$ cat src/assert_macros.svh
`ifndef ASSERT_MACROS_SVH
`define ASSERT_MACROS_SVH

// Check a property on every clock edge outside of reset.
`define ASSERT_ON(lbl, prop, msg) \
    lbl: assert property (@(posedge i_clk) disable iff (!i_rst_n) (prop)) else $error(msg);

// Check a property on every clock edge, reset included.
`define ASSERT_ALWAYS(lbl, prop, msg) \
    lbl: assert property (@(posedge i_clk) (prop)) else $error(msg);

`endif

$ cat src/mbd_pkg.sv
`timescale 1ns / 1ps

package mbd_pkg;

    localparam int DEB_W        = 8;
    localparam int FOOT_CNT_W   = 3;
    localparam int FOOT_W       = 4;
    localparam int STABLE_W     = 5;
    localparam int LED_W        = 4;
    localparam int CFG_IDX_W    = 2;
    localparam int CFG_DATA_W   = 8;
    localparam int IN_TDATA_W   = 8;
    localparam int OUT_TDATA_W  = 16;

    typedef enum logic [1:0] {
        LED_NORMAL = 2'd0,
        LED_INVERT = 2'd1,
        LED_ON     = 2'd2,
        LED_HOLD   = 2'd3
    } t_led_mode;

    typedef enum logic {
        OP_TICK  = 1'b0,
        OP_CLEAR = 1'b1
    } t_op;

    localparam logic [CFG_IDX_W-1:0] CFG_DEBOUNCE    = 2'd0;
    localparam logic [CFG_IDX_W-1:0] CFG_LED_MODE    = 2'd1;
    localparam logic [CFG_IDX_W-1:0] CFG_ACTIVE_FOOT = 2'd2;

    typedef struct packed {
        logic [DEB_W-1:0]      debounce;
        t_led_mode             led_mode;
        logic [FOOT_CNT_W-1:0] active_foot;
    } t_cfg;

    typedef struct packed {
        logic tick;
        logic clear;
    } t_chan_ctl;

endpackage

$ cat src/mbd_cfg_regs.sv
`timescale 1ns / 1ps

module mbd_cfg_regs
    import mbd_pkg::*;
(
    input  logic                  i_clk,
    input  logic                  i_rst_n,
    input  logic                  i_wr,
    input  logic [CFG_IDX_W-1:0]  i_index,
    input  logic [CFG_DATA_W-1:0] i_data,
    output t_cfg                  o_cfg
);

    t_cfg r_cfg;
    t_cfg n_cfg;

    always_comb begin
        n_cfg = r_cfg;
        if (i_wr) begin
            case (i_index)
                CFG_DEBOUNCE:    n_cfg.debounce    = i_data[DEB_W-1:0];
                CFG_LED_MODE:    n_cfg.led_mode    = t_led_mode'(i_data[1:0]);
                CFG_ACTIVE_FOOT: n_cfg.active_foot = i_data[FOOT_CNT_W-1:0];
                default: ;
            endcase
        end
    end

    always_ff @(posedge i_clk) begin
        if (!i_rst_n) begin
            r_cfg.debounce    <= '0;
            r_cfg.led_mode    <= LED_NORMAL;
            r_cfg.active_foot <= FOOT_CNT_W'(1);
        end else begin
            r_cfg <= n_cfg;
        end
    end

    assign o_cfg = r_cfg;

endmodule

$ cat src/mbd_channel.sv
`timescale 1ns / 1ps

module mbd_channel
    import mbd_pkg::*;
#(
    parameter bit HAS_LED = 1'b1
)
(
    input  logic      i_clk,
    input  logic      i_rst_n,
    input  t_cfg      i_cfg,
    input  t_chan_ctl i_ctl,
    input  logic      i_sample,
    output logic      o_stable,
    output logic      o_led
);

    logic             r_last;
    logic             r_stable;
    logic [DEB_W-1:0] r_cnt;
    logic             n_last;
    logic             n_stable;
    logic [DEB_W-1:0] n_cnt;
    logic             w_settle;

    always_comb begin
        n_last   = r_last;
        n_stable = r_stable;
        n_cnt    = r_cnt;
        w_settle = 1'b0;
        if (i_ctl.clear) begin
            n_last   = 1'b0;
            n_stable = 1'b0;
            n_cnt    = i_cfg.debounce;
        end else if (i_ctl.tick) begin
            // reload on an edge, else run the countdown out, then settle
            if ((r_last != i_sample) && (i_cfg.debounce != '0)) begin
                n_cnt = i_cfg.debounce;
            end else if (r_cnt != '0) begin
                n_cnt = r_cnt - DEB_W'(1);
            end else begin
                n_stable = i_sample;
                w_settle = 1'b1;
            end
            n_last = i_sample;
        end
    end

    always_ff @(posedge i_clk) begin
        if (!i_rst_n) begin
            r_last   <= 1'b0;
            r_stable <= 1'b0;
            r_cnt    <= '0;
        end else begin
            r_last   <= n_last;
            r_stable <= n_stable;
            r_cnt    <= n_cnt;
        end
    end

    assign o_stable = r_stable;

    generate
        if (HAS_LED) begin : g_led
            logic r_led;
            logic n_led;

            always_comb begin
                n_led = r_led;
                if (i_ctl.clear) begin
                    n_led = (i_cfg.led_mode == LED_ON);
                end else if (w_settle) begin
                    case (i_cfg.led_mode)
                        LED_NORMAL: n_led = i_sample;
                        LED_INVERT: n_led = ~i_sample;
                        default: ;
                    endcase
                end
            end

            always_ff @(posedge i_clk) begin
                if (!i_rst_n) begin
                    r_led <= 1'b0;
                end else begin
                    r_led <= n_led;
                end
            end

            assign o_led = r_led;
        end else begin : g_no_led
            assign o_led = 1'b0;
        end
    endgenerate

endmodule

$ cat src/multi_button_debouncer_led.sv
// An accepted item passes the input register, then the channel state registers
// that form the result. Throughput: one item per cycle while the master side is
// ready; every channel updates in parallel in one pass.
// The result register stays put while the master side stalls; the input register
// still takes one more item meanwhile.
// Reset (i_rst_n low, synchronous): both sides empty, channel state and LEDs
// cleared, debounce_ticks 0, led_mode normal, active_foot_buttons 1.
`timescale 1ns / 1ps
`include "assert_macros.svh"

module multi_button_debouncer_led
    import mbd_pkg::*;
#(
    parameter int NUM_CHANNELS = 5
)
(
    input  logic                   i_clk,
    input  logic                   i_rst_n,

    input  logic                   s_axis_tvalid,
    output logic                   s_axis_tready,
    // [0] onboard_level, [4:1] foot_levels, [7:5] zero
    input  logic [IN_TDATA_W-1:0]  s_axis_tdata,
    // [0] op
    input  logic                   s_axis_tuser,

    output logic                   m_axis_tvalid,
    input  logic                   m_axis_tready,
    // [4:0] stable_buttons, [8:5] led_on, [15:9] zero
    output logic [OUT_TDATA_W-1:0] m_axis_tdata,

    input  logic                   i_cfg_valid,
    output logic                   o_cfg_ready,
    input  logic [CFG_IDX_W-1:0]   i_cfg_index,
    input  logic [CFG_DATA_W-1:0]  i_cfg_data
);

    // Input register: one item parked ahead of the channel update.
    logic              r_in_valid;
    t_op               r_in_op;
    logic              r_in_onboard;
    logic [FOOT_W-1:0] r_in_foot;
    logic              r_out_valid;
    logic              n_out_valid;
    logic              w_accept;
    logic              w_advance;
    t_cfg              w_cfg;

    logic [NUM_CHANNELS-1:0] w_stable;
    logic [NUM_CHANNELS-1:0] w_led;
    logic [STABLE_W-1:0]     w_stable_out;
    logic [LED_W-1:0]        w_led_out;

    // Config writes land at once; the user must keep the block idle then (unchecked).
    assign o_cfg_ready = 1'b1;

    mbd_cfg_regs u_cfg (
        .i_clk   (i_clk),
        .i_rst_n (i_rst_n),
        .i_wr    (i_cfg_valid),
        .i_index (i_cfg_index),
        .i_data  (i_cfg_data),
        .o_cfg   (w_cfg)
    );

    // Advance the parked item into the channel state whenever the result slot
    // is empty or being drained this cycle.
    assign w_advance     = r_in_valid && (!r_out_valid || m_axis_tready);
    assign s_axis_tready = !r_in_valid || w_advance;
    assign w_accept      = s_axis_tvalid && s_axis_tready;

    always_ff @(posedge i_clk) begin
        if (!i_rst_n) begin
            r_in_valid <= 1'b0;
        end else if (w_accept) begin
            r_in_valid <= 1'b1;
        end else if (w_advance) begin
            r_in_valid <= 1'b0;
        end
    end

    // Payload holds without reset; loaded only on accept.
    always_ff @(posedge i_clk) begin
        if (w_accept) begin
            r_in_op      <= t_op'(s_axis_tuser);
            r_in_onboard <= s_axis_tdata[0];
            r_in_foot    <= s_axis_tdata[FOOT_W:1];
        end
    end

    always_comb begin
        n_out_valid = r_out_valid;
        if (w_advance) begin
            n_out_valid = 1'b1;
        end else if (m_axis_tready) begin
            n_out_valid = 1'b0;
        end
    end

    always_ff @(posedge i_clk) begin
        if (!i_rst_n) begin
            r_out_valid <= 1'b0;
        end else begin
            r_out_valid <= n_out_valid;
        end
    end

    // One debounce slice per channel. Channel 0 is the onboard button (active
    // low pin), channels 1..4 the foot pins, any further channel samples zero.
    // A channel ticks when it is the onboard one or its foot number is within
    // active_foot_buttons; a larger count saturates by itself; every channel clears.
    generate
        for (genvar g = 0; g < NUM_CHANNELS; g++) begin : g_chan
            t_chan_ctl w_ctl;
            logic      w_sample;
            logic      w_active;

            if (g == 0) begin : g_onboard
                assign w_sample = ~r_in_onboard;
            end else if (g <= FOOT_W) begin : g_foot
                assign w_sample = r_in_foot[g-1];
            end else begin : g_nopin
                assign w_sample = 1'b0;
            end

            assign w_active    = (g == 0) || (int'(w_cfg.active_foot) >= g);
            assign w_ctl.tick  = w_advance && (r_in_op == OP_TICK) && w_active;
            assign w_ctl.clear = w_advance && (r_in_op == OP_CLEAR);

            mbd_channel #(
                .HAS_LED (g != 0)
            ) u_chan (
                .i_clk    (i_clk),
                .i_rst_n  (i_rst_n),
                .i_cfg    (w_cfg),
                .i_ctl    (w_ctl),
                .i_sample (w_sample),
                .o_stable (w_stable[g]),
                .o_led    (w_led[g])
            );
        end

        // Drop channel bits beyond the result fields; zero fields with no channel.
        for (genvar b = 0; b < STABLE_W; b++) begin : g_stable_bit
            if (b < NUM_CHANNELS) begin : g_has
                assign w_stable_out[b] = w_stable[b];
            end else begin : g_none
                assign w_stable_out[b] = 1'b0;
            end
        end

        for (genvar k = 0; k < LED_W; k++) begin : g_led_bit
            if (k + 1 < NUM_CHANNELS) begin : g_has
                assign w_led_out[k] = w_led[k+1];
            end else begin : g_none
                assign w_led_out[k] = 1'b0;
            end
        end
    endgenerate

    // The channel state registers are the result register: they only change
    // on advance, which requires the result slot to be free.
    assign m_axis_tvalid = r_out_valid;
    assign m_axis_tdata  = {{(OUT_TDATA_W - STABLE_W - LED_W){1'b0}}, w_led_out, w_stable_out};

    `ASSERT_ON(a_result_holds, !w_advance |=> $stable(m_axis_tdata), "result changed without advance")
    `ASSERT_ON(a_no_overwrite, (r_in_valid && !w_advance) |-> !w_accept, "input register overwritten")
    `ASSERT_ALWAYS(a_reset_empty, !i_rst_n |=> (!m_axis_tvalid && !r_in_valid), "not empty after reset")
    `ASSERT_ON(a_clear_stable, (w_advance && (r_in_op == OP_CLEAR)) |=> (w_stable_out == '0), "clear left a stable button set")

endmodule

$ cat config.mk
export PLATFORM = sky130hd
export DESIGN_NAME = multi_button_debouncer_led
export DESIGN_NICKNAME = d
export VERILOG_FILES = /design/src/mbd_pkg.sv /design/src/mbd_cfg_regs.sv /design/src/mbd_channel.sv /design/src/multi_button_debouncer_led.sv
export VERILOG_INCLUDE_DIRS = /design/src /design/src/src
export SDC_FILE = /design/constraint.sdc
export NUM_CORES = 1
export LEC_CHECK = 0
export BUFFER_PORTS_ARGS = -buffer_cell sky130_fd_sc_hd__clkbuf_2
export CAP_MARGIN = 20
export CORE_UTILIZATION = 60
export CTS_CLUSTER_DIAMETER = 50
export DETAILED_ROUTE_END_ITERATION = 6
export PLACE_DENSITY = 0.84
export SYNTH_ARGS = -nofsm -noshare
export SYNTH_HDL_FRONTEND = slang
export SYNTH_SLANG_ARGS = --single-unit
$ cat constraint.sdc
create_clock -name i_clk -period 2.5 [get_ports i_clk]
set_clock_uncertainty 0.15 [all_clocks]
set_input_delay 0.625 -clock i_clk [delete_from_list [all_inputs] [get_ports i_clk]]
set_output_delay 0.625 -clock i_clk [all_outputs]
set_load 0.02 [all_outputs]
==> flow_summary.json, run 1 <==
{
  "status": "finished clean",
  "gp_congestion": 0.941,
  "dp_cells": 699,
  "synth_top_area_cell": "dfxtp_1",
  "vias": 4609,
  "synth_edf_count": 6,
  "clk_pin_slew_worst_paths_ns": 0.08,
  "criticalPathCategory": "flip-flop to output port",
  "ctsResizeCount": 0,
  "holdCritPathClass": "input port to flip-flop",
  "start_util_pct": 63.0,
  "htreeDepth": 3,
  "grt_antenna_before_repair": 0,
  "dieArea_sq_um": 8050,
  "fp.dieH_um": 89.7,
  "die_x_um": 89.7,
  "worstPathRequired_ns": 1.73,
  "antenna_cells": 0,
  "synth_top_area_share_pct": 29.9,
  "maxSlewViolCount": 0,
  "cap_viol_max_count": 0,
  "leakage_nw": 2.06,
  "n_fill_cell": 560,
  "setup_viol": 0,
  "critPathTopFamily": "simple AND/OR/NAND/NOR gates",
  "powerDensity_nw_per_um2": 661,
  "timing.fmax_mhz": 423,
  "max_slew_margin_pct": 59.2,
  "final_core_util_pct": 70.3,
  "fin_ws_ns": 0.136,
  "clock_sink_count": 75,
  "worst_pin_slew_ns": 0.606,
  "cts_buffers": 9,
  "post_cts_buffers": 0,
  "track_usage_pct": 32.2,
  "place_ws_ns": 0.0832,
  "first_pass_iters": 6,
  "synth_cell_types": 71,
  "grt_start_max_net_pins": 32,
  "clk_path_buf_depth": 2,
  "overflow": 0,
  "io_pins": 43,
  "cts_tree": "yes",
  "coreArea_sq_um": 7330,
  "synth.avg_cell_area_sq_um": 8.01,
  "critPathMaxStageDelay_ns": 0.40,
  "routedWlPerCell_um": 17.9,
  "viasPerCell": 6.45,
  "vdd_ir_drop_max_v": 0.000403,
  "drive_above_1_share_pct": 16.9,
  "synth_area_leaders": "dfxtp_1 30%, a21oi_1 5.7%, mux2i_1 4.8%, nand2_1 4.2%, edfxtp_1 3.9%",
  "min_period_ns": 2.36,
  "cp.arrival_ns": 1.59,
  "worstPathMaxFanout": 7,
  "drtIter0Drc": 303,
  "row_count": 31,
  "startpoint_type": "flip-flop",
  "stdcell_count": 715,
  "critPathSlowestCell": "nor2b_1",
  "fin_crit_sh_pct": 94.6,
  "holdBufCountCts": 0,
  "ys_ff_latch": 75,
  "syn_area_sq_um": 4620,
  "async_flop_share_pct": 0,
  "dpl.hpwl_um": 9070,
  "clkLatencyLatePin_ns": 0.36,
  "port_buffers": 31,
  "hold_violations": 0,
  "yosys_warnings": 0,
  "syn_inst": 576,
  "synth-seq-area-share_pct": 33.8,
  "area_growth_pct": 11.7,
  "grt_first_pass_wirelength_um": 21000,
  "first_global_vias": 4427,
  "nets": 645,
  "cts_root_buffer": "clkbuf_8",
  "critPathBufInv": 2,
  "ant_nets": 0,
  "cp-end-kind": "output port",
  "routed_wl_um": 12800,
  "worstPathCellList": "nor2b_1 -> buf_4 -> nand2_1 -> clkbuf_2",
  "ys.flop_type": "dfxtp_1",
  "synth.top_cells.by_count": "69 x dfxtp_1, 53 x a21oi_1, 52 x nand2_1",
  "drcViolationCount": 0,
  "synth_most_common_cell": "dfxtp_1"
}
==> where the power goes <==
part / internal, mW / leakage (nW) / switching (mW) / total [mW]
sequential: 1.29 / 0.619 / 0.0929 / 1.38
combinational: 0.417 / 1.34 / 0.576 / 0.993
clock: 0.558 / 0.103 / 0.476 / 1.03
==> final cells by class <==
type | instances | area [sq um] | area share, %
multi-input combinational | 434 | 2720 | 52.8
sequential | 75 | 1560 | 30.3
timing repair buffer | 71 | 455 | 8.84
clock buffer | 9 | 124 | 2.40
tap | 99 | 124 | 2.40
clock inverter | 7 | 92.6 | 1.80
inverter | 20 | 75.1 | 1.46
==> routing by layer <==
metal  wire [um]  vias up  GRT usage (%)
li1            -     2174              -
met1        5210     2168           38.7
met2        6100      216           52.9
met3         942       49           6.77
met4         489        2           18.6
met5          37        -           3.85
==> final timing paths <==
path / start / end / slack (ns) / depth (start not counted)
max: m_axis_tvalid / s_axis_tready / 0.14 / 4
min reg2reg: g_chan[1].u_chan.r_cnt[6] / g_chan[1].u_chan.r_cnt[6] / 0.33 / 2
min: s_axis_tdata[2] / r_in_foot[1] / 0.28 / 1
max reg2reg: g_chan[3].u_chan.r_cnt[0] / g_chan[3].u_chan.r_cnt[0] / 0.14 / 8
==> stage by stage <==
step | TNS (ns) | total power [mW] | cell area [sq um] | hold slack (ns)
final | 0 | 3.41 | 5150 | 0.281
after global routing | -0.00712 | 3.59 | 5150 | 0.269
after CTS | 0 | 3.39 | 5140 | 0.278
after detailed placement | 0 | 2.36 | 4920 | 0.311
after global placement | 0 | 2.33 | 4920 | 0.307
after floorplan | 0 | 2.13 | 4640 | 0.291
==> placed cells by master, fill, tap and decap left out, types with 5 or more instances in the layout <==
cell	n
nand3_1	17
nor2b_1	8
a21o_1	6
inv_1	19
dfxtp_1	69
o21ai_0	26
ha_1	10
o211ai_1	13
a211oi_1	5
or3_1	11
nor2_1	48
o32ai_1	12
a21oi_1	53
nand2_1	52
a31oi_1	5
a22oi_1	7
o21a_1	6
mux2i_1	22
xnor2_1	6
clkbuf_8	9
edfxtp_1	6
buf_4	40
clkbuf_2	31
nor4_1	9
nor3_1	25
or4_1	5
conb_1	8
==> flip-flops by register name, indices dropped and copies added, names as in the netlist <==
name                    count
u_cfg.o_cfg                13
g_chan.u_chan.r_cnt        40
r_in_onboard                1
r_in_foot                   4
m_axis_tvalid               1
r_in_op                     1
g_chan.u_chan.r_last        5
g_chan.u_chan.o_stable      5
r_in_valid                  1
g_chan.u_chan.o_led         4
==> logic make-up (layout without fill, tap and decap cells) <==
kind of cell,count (synthesis),in the layout,share of synthesized area (%)
AND/OR/NAND/NOR,211,211,23.6
AO/OA/AOI/OAI,173,173,25.0
flip-flops,75,75,33.8
buffers and inverters,73,107,7.97
multiplexers,24,24,5.26
adder cells (fa/ha/maj),10,10,2.71
XOR/XNOR,8,8,1.52
other,2,8,0.163
No activity file was read; power rests on OpenSTA's default activity.
==> inputs of run 2 (changes only) <==
--- a/config.mk
+++ b/config.mk
@@ -7,11 +7,10 @@
 export NUM_CORES = 1
 export LEC_CHECK = 0
 export BUFFER_PORTS_ARGS = -buffer_cell sky130_fd_sc_hd__clkbuf_2
-export CAP_MARGIN = 20
 export CORE_UTILIZATION = 60
 export CTS_CLUSTER_DIAMETER = 50
 export DETAILED_ROUTE_END_ITERATION = 6
-export PLACE_DENSITY = 0.84
+export PLACE_DENSITY_LB_ADDON = 0.05
 export SYNTH_ARGS = -nofsm -noshare
 export SYNTH_HDL_FRONTEND = slang
 export SYNTH_SLANG_ARGS = --single-unit
==> run 2 against run 1 <==
Net effect: register-to-register slack is essentially flat; largest power group unchanged; worst setup slack gained 0.0046 ns; first-iteration DRC count rose by 22%; routed wire length is 0.10% higher; combinational power is essentially flat; flip-flop and latch count unchanged; via count decreased by 0.22%; sequential share of layout area down 0.095 points; largest cell class unchanged; clock power fell by 7%; critical path depth rose by 4.
==> flow_summary.json, run 2 (same netlist as run 1, synthesis figures left out) <==
{
  "status": "finished clean",
  "drcViolationCount": 0,
  "grt_antenna_before_repair": 0,
  "tns_ns": 0,
  "hold_violations": 0,
  "final_core_util_pct": 70.5,
  "clk_path_buf_depth": 2,
  "first_global_vias": 4132,
  "grt_start_max_net_pins": 22,
  "max_slew_margin_pct": 50.1,
  "die_x_um": 89.7,
  "grt_setup_unrepaired": "no",
  "start_util_pct": 63.0,
  "routed_wl_um": 12800,
  "cts_buffers": 9,
  "dieArea_sq_um": 8050,
  "post_cts_buffers": 0,
  "coreArea_sq_um": 7330,
  "vias": 4599,
  "cp.arrival_ns": 2.49,
  "intPower_mw": 2.17,
  "criticalPathCategory": "flip-flop to flip-flop",
  "top_register": "g_chan.u_chan.r_cnt",
  "io_pins": 43,
  "viasPerCell": 6.39,
  "row_count": 31,
  "fp.dieH_um": 89.7,
  "timing.fmax_mhz": 424,
  "min_period_ns": 2.36,
  "final_common_cell": "dfxtp_1",
  "antenna_cells": 0,
  "n_fill_cell": 609,
  "htreeDepth": 3,
  "first_pass_iters": 5,
  "area_growth_pct": 12.0,
  "holdBufCountCts": 0,
  "nets": 650,
  "worst_pin_slew_ns": 0.740,
  "largest_reg_flops": 40,
  "placed_area_sq_um": 4960,
  "clkLatencyLatePin_ns": 0.36,
  "postLayoutCellArea_sq_um": 5170,
  "dpl.hpwl_um": 9560,
  "cap_viol_max_count": 0,
  "multi_input_area_sq_um": 2720,
  "power_mw": 3.34,
  "holdCritPathClass": "input port to flip-flop",
  "routedWlPerCell_um": 17.8,
  "clock_sink_count": 75,
  "maxSlewViolCount": 0,
  "vdd_ir_drop_max_v": 0.000362,
  "powerDensity_nw_per_um2": 646,
  "p_switching_mw": 1.17,
  "ctsResizeCount": 0,
  "worstPathRequired_ns": 2.63,
  "ff_latch_area_sq_um": 1560,
  "ant_nets": 0,
  "worstPathMaxFanout": 4,
  "p_sw_share_pct": 34.9,
  "startpoint_type": "flip-flop",
  "track_usage_pct": 32.1,
  "drive_above_1_share_pct": 17.6,
  "p_clk_share_pct": 28.7,
  "cp-end-kind": "flip-flop",
  "cts_root_buffer": "clkbuf_8",
  "layout_common_cells": "69 x dfxtp_1, 53 x a21oi_1, 52 x nand2_1",
  "port_buffers": 31,
  "fin_crit_sh_pct": 94.4,
  "overflow": 0,
  "drtIter0Drc": 370,
  "gp_congestion": 0.950,
  "seqPwrFrac_pct": 41.2,
  "power_frac_comb_pct": 30.1,
  "setup_viol": 0,
  "cts_tree": "yes",
  "clk_pin_slew_worst_paths_ns": 0.08,
  "grt_first_pass_wirelength_um": 20500,
  "leakage_nw": 2.07
}
## run 2: cell count changes in the layout (fill, tap and decap cells not counted)
cell        before  now
buf_4           40   45
bufinv_16        2    1
clkinv_1         2    1
clkinv_2         1    0
clkinvlp_4       2    4
inv_6            0    1
nor4_1           9   10
nor4_2           2    1
## run 2: final cells by class
type / instances / share of cell area, %
Timing Repair Buffer: 76 / 9.54
Sequential cell: 75 / 30.2
Tap cell: 99 / 2.40
Multi-Input combinational cell: 434 / 52.5
Inverter: 20 / 1.45
Clock buffer: 9 / 2.40
Clock inverter: 7 / 1.50
## run 2: critical path: stages (launching register included)
cell      delay [ns]
dfxtp_1         0.35
inv_1           0.10
ha_1            0.15
or4b_4          0.46
or4_4           0.46
nor4_2          0.21
buf_4           0.17
nor3_1          0.04
a211oi_1        0.19
## run 2: metrics by stage
stage | hold slack (ns) | cells | setup slack, ns
2_1_floorplan | 0.291 | 582 | 0.260
3_3_place_gp | 0.308 | 704 | 0.0687
3_5_place_dp | 0.323 | 704 | 0.0696
4_1_cts | 0.272 | 720 | 0.0563
5_1_grt | 0.267 | 720 | 0.0449
6_report | 0.285 | 720 | 0.140
## run 2: metal layers
layer	vias to the layer above	global-route usage, %	routed length (um)
met5	-	0	0
met4	0	16.5	453
met3	34	5.33	915
met2	212	50.6	5760
met1	2165	42.4	5660
li1	2188	-	-
## run 2: power by group through the flow
| stage | Combinational (mW) | Sequential [mW] | Clock, mW |
|---|---|---|---|
| floorplan | 0.761 | 1.37 | 0 |
| global placement | 0.952 | 1.40 | 0 |
| detailed placement | 0.978 | 1.40 | 0 |
| CTS | 0.984 | 1.37 | 0.975 |
| global route | 1.10 | 1.39 | 1.03 |
| finish | 1.00 | 1.38 | 0.960 |
## run 2: path summary, 6_finish.rpt
| check | start | endpoint | slack, ns | cells after the start |
|---|---|---|---|---|
| max | g_chan[3].u_chan.r_cnt[0] | g_chan[3].u_chan.o_led | 0.14 | 8 |
| min | s_axis_tdata[2] | r_in_foot[1] | 0.29 | 1 |
| max reg2reg | g_chan[3].u_chan.r_cnt[0] | g_chan[3].u_chan.o_led | 0.14 | 8 |
| min reg2reg | g_chan[4].u_chan.r_cnt[5] | g_chan[4].u_chan.r_cnt[5] | 0.33 | 2 |
==> inputs of run 3 (changes only) <==
--- a/config.mk
+++ b/config.mk
@@ -7,7 +7,8 @@
 export NUM_CORES = 1
 export LEC_CHECK = 0
 export BUFFER_PORTS_ARGS = -buffer_cell sky130_fd_sc_hd__clkbuf_2
-export CORE_UTILIZATION = 60
+export CORE_UTILIZATION = 62
+export CTS_BUF_LIST = sky130_fd_sc_hd__clkbuf_8
 export CTS_CLUSTER_DIAMETER = 50
 export DETAILED_ROUTE_END_ITERATION = 6
 export PLACE_DENSITY_LB_ADDON = 0.05
==> run 3 against run 2 <==
Net effect: non-clock buffer count decreased by 5; sequential power about the same; register-to-register slack improved by 0.03 ns; hold slack improved by 0.010 ns; critical endpoint unchanged; routed wire length increased by 1.5%; combinational power about the same.
==> flow_summary.json, run 3 (same netlist as run 1, synthesis figures left out) <==
{
  "drcViolationCount": 0,
  "hold_violations": 0,
  "first_pass_iters": 5,
  "drive_above_1_share_pct": 16.7,
  "cts_root_buffer": "clkbuf_8",
  "die_x_um": 88.3,
  "start_util_pct": 64.0,
  "top_register": "g_chan.u_chan.r_cnt",
  "p_clk_share_pct": 28.1,
  "vdd_ir_drop_max_v": 0.000500,
  "dieArea_sq_um": 7790,
  "coreArea_sq_um": 7210,
  "setup_viol": 0,
  "post_cts_buffers": 0,
  "criticalPathCategory": "flip-flop to flip-flop",
  "worst_pin_slew_ns": 0.710,
  "final_common_cell": "dfxtp_1",
  "r2r_slack_ns": 0.17,
  "dpl.hpwl_um": 9240,
  "power_mw": 3.30,
  "cp.arrival_ns": 2.45,
  "vias": 4604,
  "io_pins": 43,
  "antenna_cells": 0,
  "cp-end-kind": "flip-flop",
  "min_period_ns": 2.33,
  "clk_path_buf_depth": 2,
  "overflow": 0,
  "grt_start_max_net_pins": 34,
  "grt_setup_unrepaired": "no",
  "area_growth_pct": 11.1,
  "ctsResizeCount": 0,
  "row_count": 31,
  "fp.dieH_um": 88.3,
  "first_global_vias": 4031,
  "cts_tree": "yes",
  "gp_congestion": 0.943,
  "viasPerCell": 6.44,
  "cts_buffers": 9,
  "fin_crit_sh_pct": 93.2,
  "htreeDepth": 3,
  "layout_common_cells": "69 x dfxtp_1, 53 x a21oi_1, 52 x nand2_1",
  "holdCritPathClass": "input port to flip-flop",
  "powerDensity_nw_per_um2": 644,
  "clkLatencyLatePin_ns": 0.36,
  "clk_pin_slew_worst_paths_ns": 0.08,
  "routed_wl_um": 13000,
  "largest_reg_flops": 40,
  "worstPathMaxFanout": 4,
  "track_usage_pct": 34.7,
  "ant_nets": 0,
  "startpoint_type": "flip-flop",
  "status": "finished clean",
  "max_slew_margin_pct": 52.2,
  "holdBufCountCts": 0,
  "routedWlPerCell_um": 18.2,
  "placed_area_sq_um": 4940,
  "maxSlewViolCount": 0,
  "cap_viol_max_count": 0,
  "nets": 645,
  "seqPwrFrac_pct": 41.7,
  "leakage_nw": 2.06,
  "grt_antenna_before_repair": 0,
  "worstPathRequired_ns": 2.62,
  "p_switching_mw": 1.14,
  "timing.fmax_mhz": 429,
  "port_buffers": 31,
  "p_sw_share_pct": 34.5,
  "intPower_mw": 2.17,
  "tns_ns": 0,
  "final_core_util_pct": 71.1,
  "drtIter0Drc": 460,
  "postLayoutCellArea_sq_um": 5130,
  "power_frac_comb_pct": 30.2,
  "grt_first_pass_wirelength_um": 20500,
  "clock_sink_count": 75
}
[run 3: cell types whose count changed in the layout (fill, tap and decap cells not counted)]
cell        previous run  this run
clkinv_2               0         3
buf_4                 45        39
nor4_2                 1         0
inv_6                  1         0
nor4_1                10        11
buf_12                 0         1
clkinvlp_4             4         2
[run 3: power by group through the flow]
stage | clock network [mW] | logic, mW | registers [mW]
CTS | 0.940 | 0.975 | 1.38
floorplan | 0 | 0.761 | 1.37
global route | 0.999 | 1.09 | 1.39
global placement | 0 | 0.952 | 1.40
detailed placement | 0 | 0.968 | 1.40
finish | 0.929 | 0.997 | 1.38
[run 3: critical path, cell delays in order (launching register included)]
cell and delay [ns]:
dfxtp_1 0.35, inv_1 0.10, ha_1 0.15, or4b_4 0.47, or4_4 0.45, nor4_1 0.20, buf_4 0.17, nor3_1 0.04
a211oi_1 0.18
[run 3: cell type report]
class | count | area (sq um)
multi-input cells | 434 | 2710
fillers | 593 | 2080
flip-flops and latches | 75 | 1560
repair buffers | 71 | 468
clock buffers | 9 | 124
well taps | 99 | 124
inverters | 20 | 75.1
clock inverters | 7 | 68.8
[run 3: final timing paths]
path | start | to | depth (start not counted)
setup / recovery | g_chan[3].u_chan.r_cnt[0] | g_chan[3].u_chan.o_led | 8
hold / removal | s_axis_tdata[4] | r_in_foot[3] | 1
setup reg to reg | g_chan[3].u_chan.r_cnt[0] | g_chan[3].u_chan.o_led | 8
hold reg to reg | g_chan[1].u_chan.r_cnt[6] | g_chan[1].u_chan.r_cnt[6] | 2
[run 3: metal layers]
| layer | GRT usage [%] | up-vias | share of wire [%] |
|---|---|---|---|
| met5 | 0 | - | 0 |
| met4 | 10.1 | 0 | 1.8 |
| met3 | 9.05 | 21 | 8.9 |
| met2 | 53.5 | 212 | 45 |
| met1 | 47.9 | 2200 | 44 |
| li1 | - | 2171 | - |
[run 3: per-stage QoR]
| step | setup WS (ns) | cells | hold WS (ns) |
|---|---|---|---|
| 3_5_place_dp | 0.156 | 699 | 0.312 |
| 4_1_cts | 0.177 | 715 | 0.279 |
| 2_1_floorplan | 0.260 | 582 | 0.291 |
| 3_3_place_gp | 0.145 | 699 | 0.304 |
| 5_1_grt | 0.0258 | 715 | 0.267 |
| 6_report | 0.171 | 715 | 0.295 |
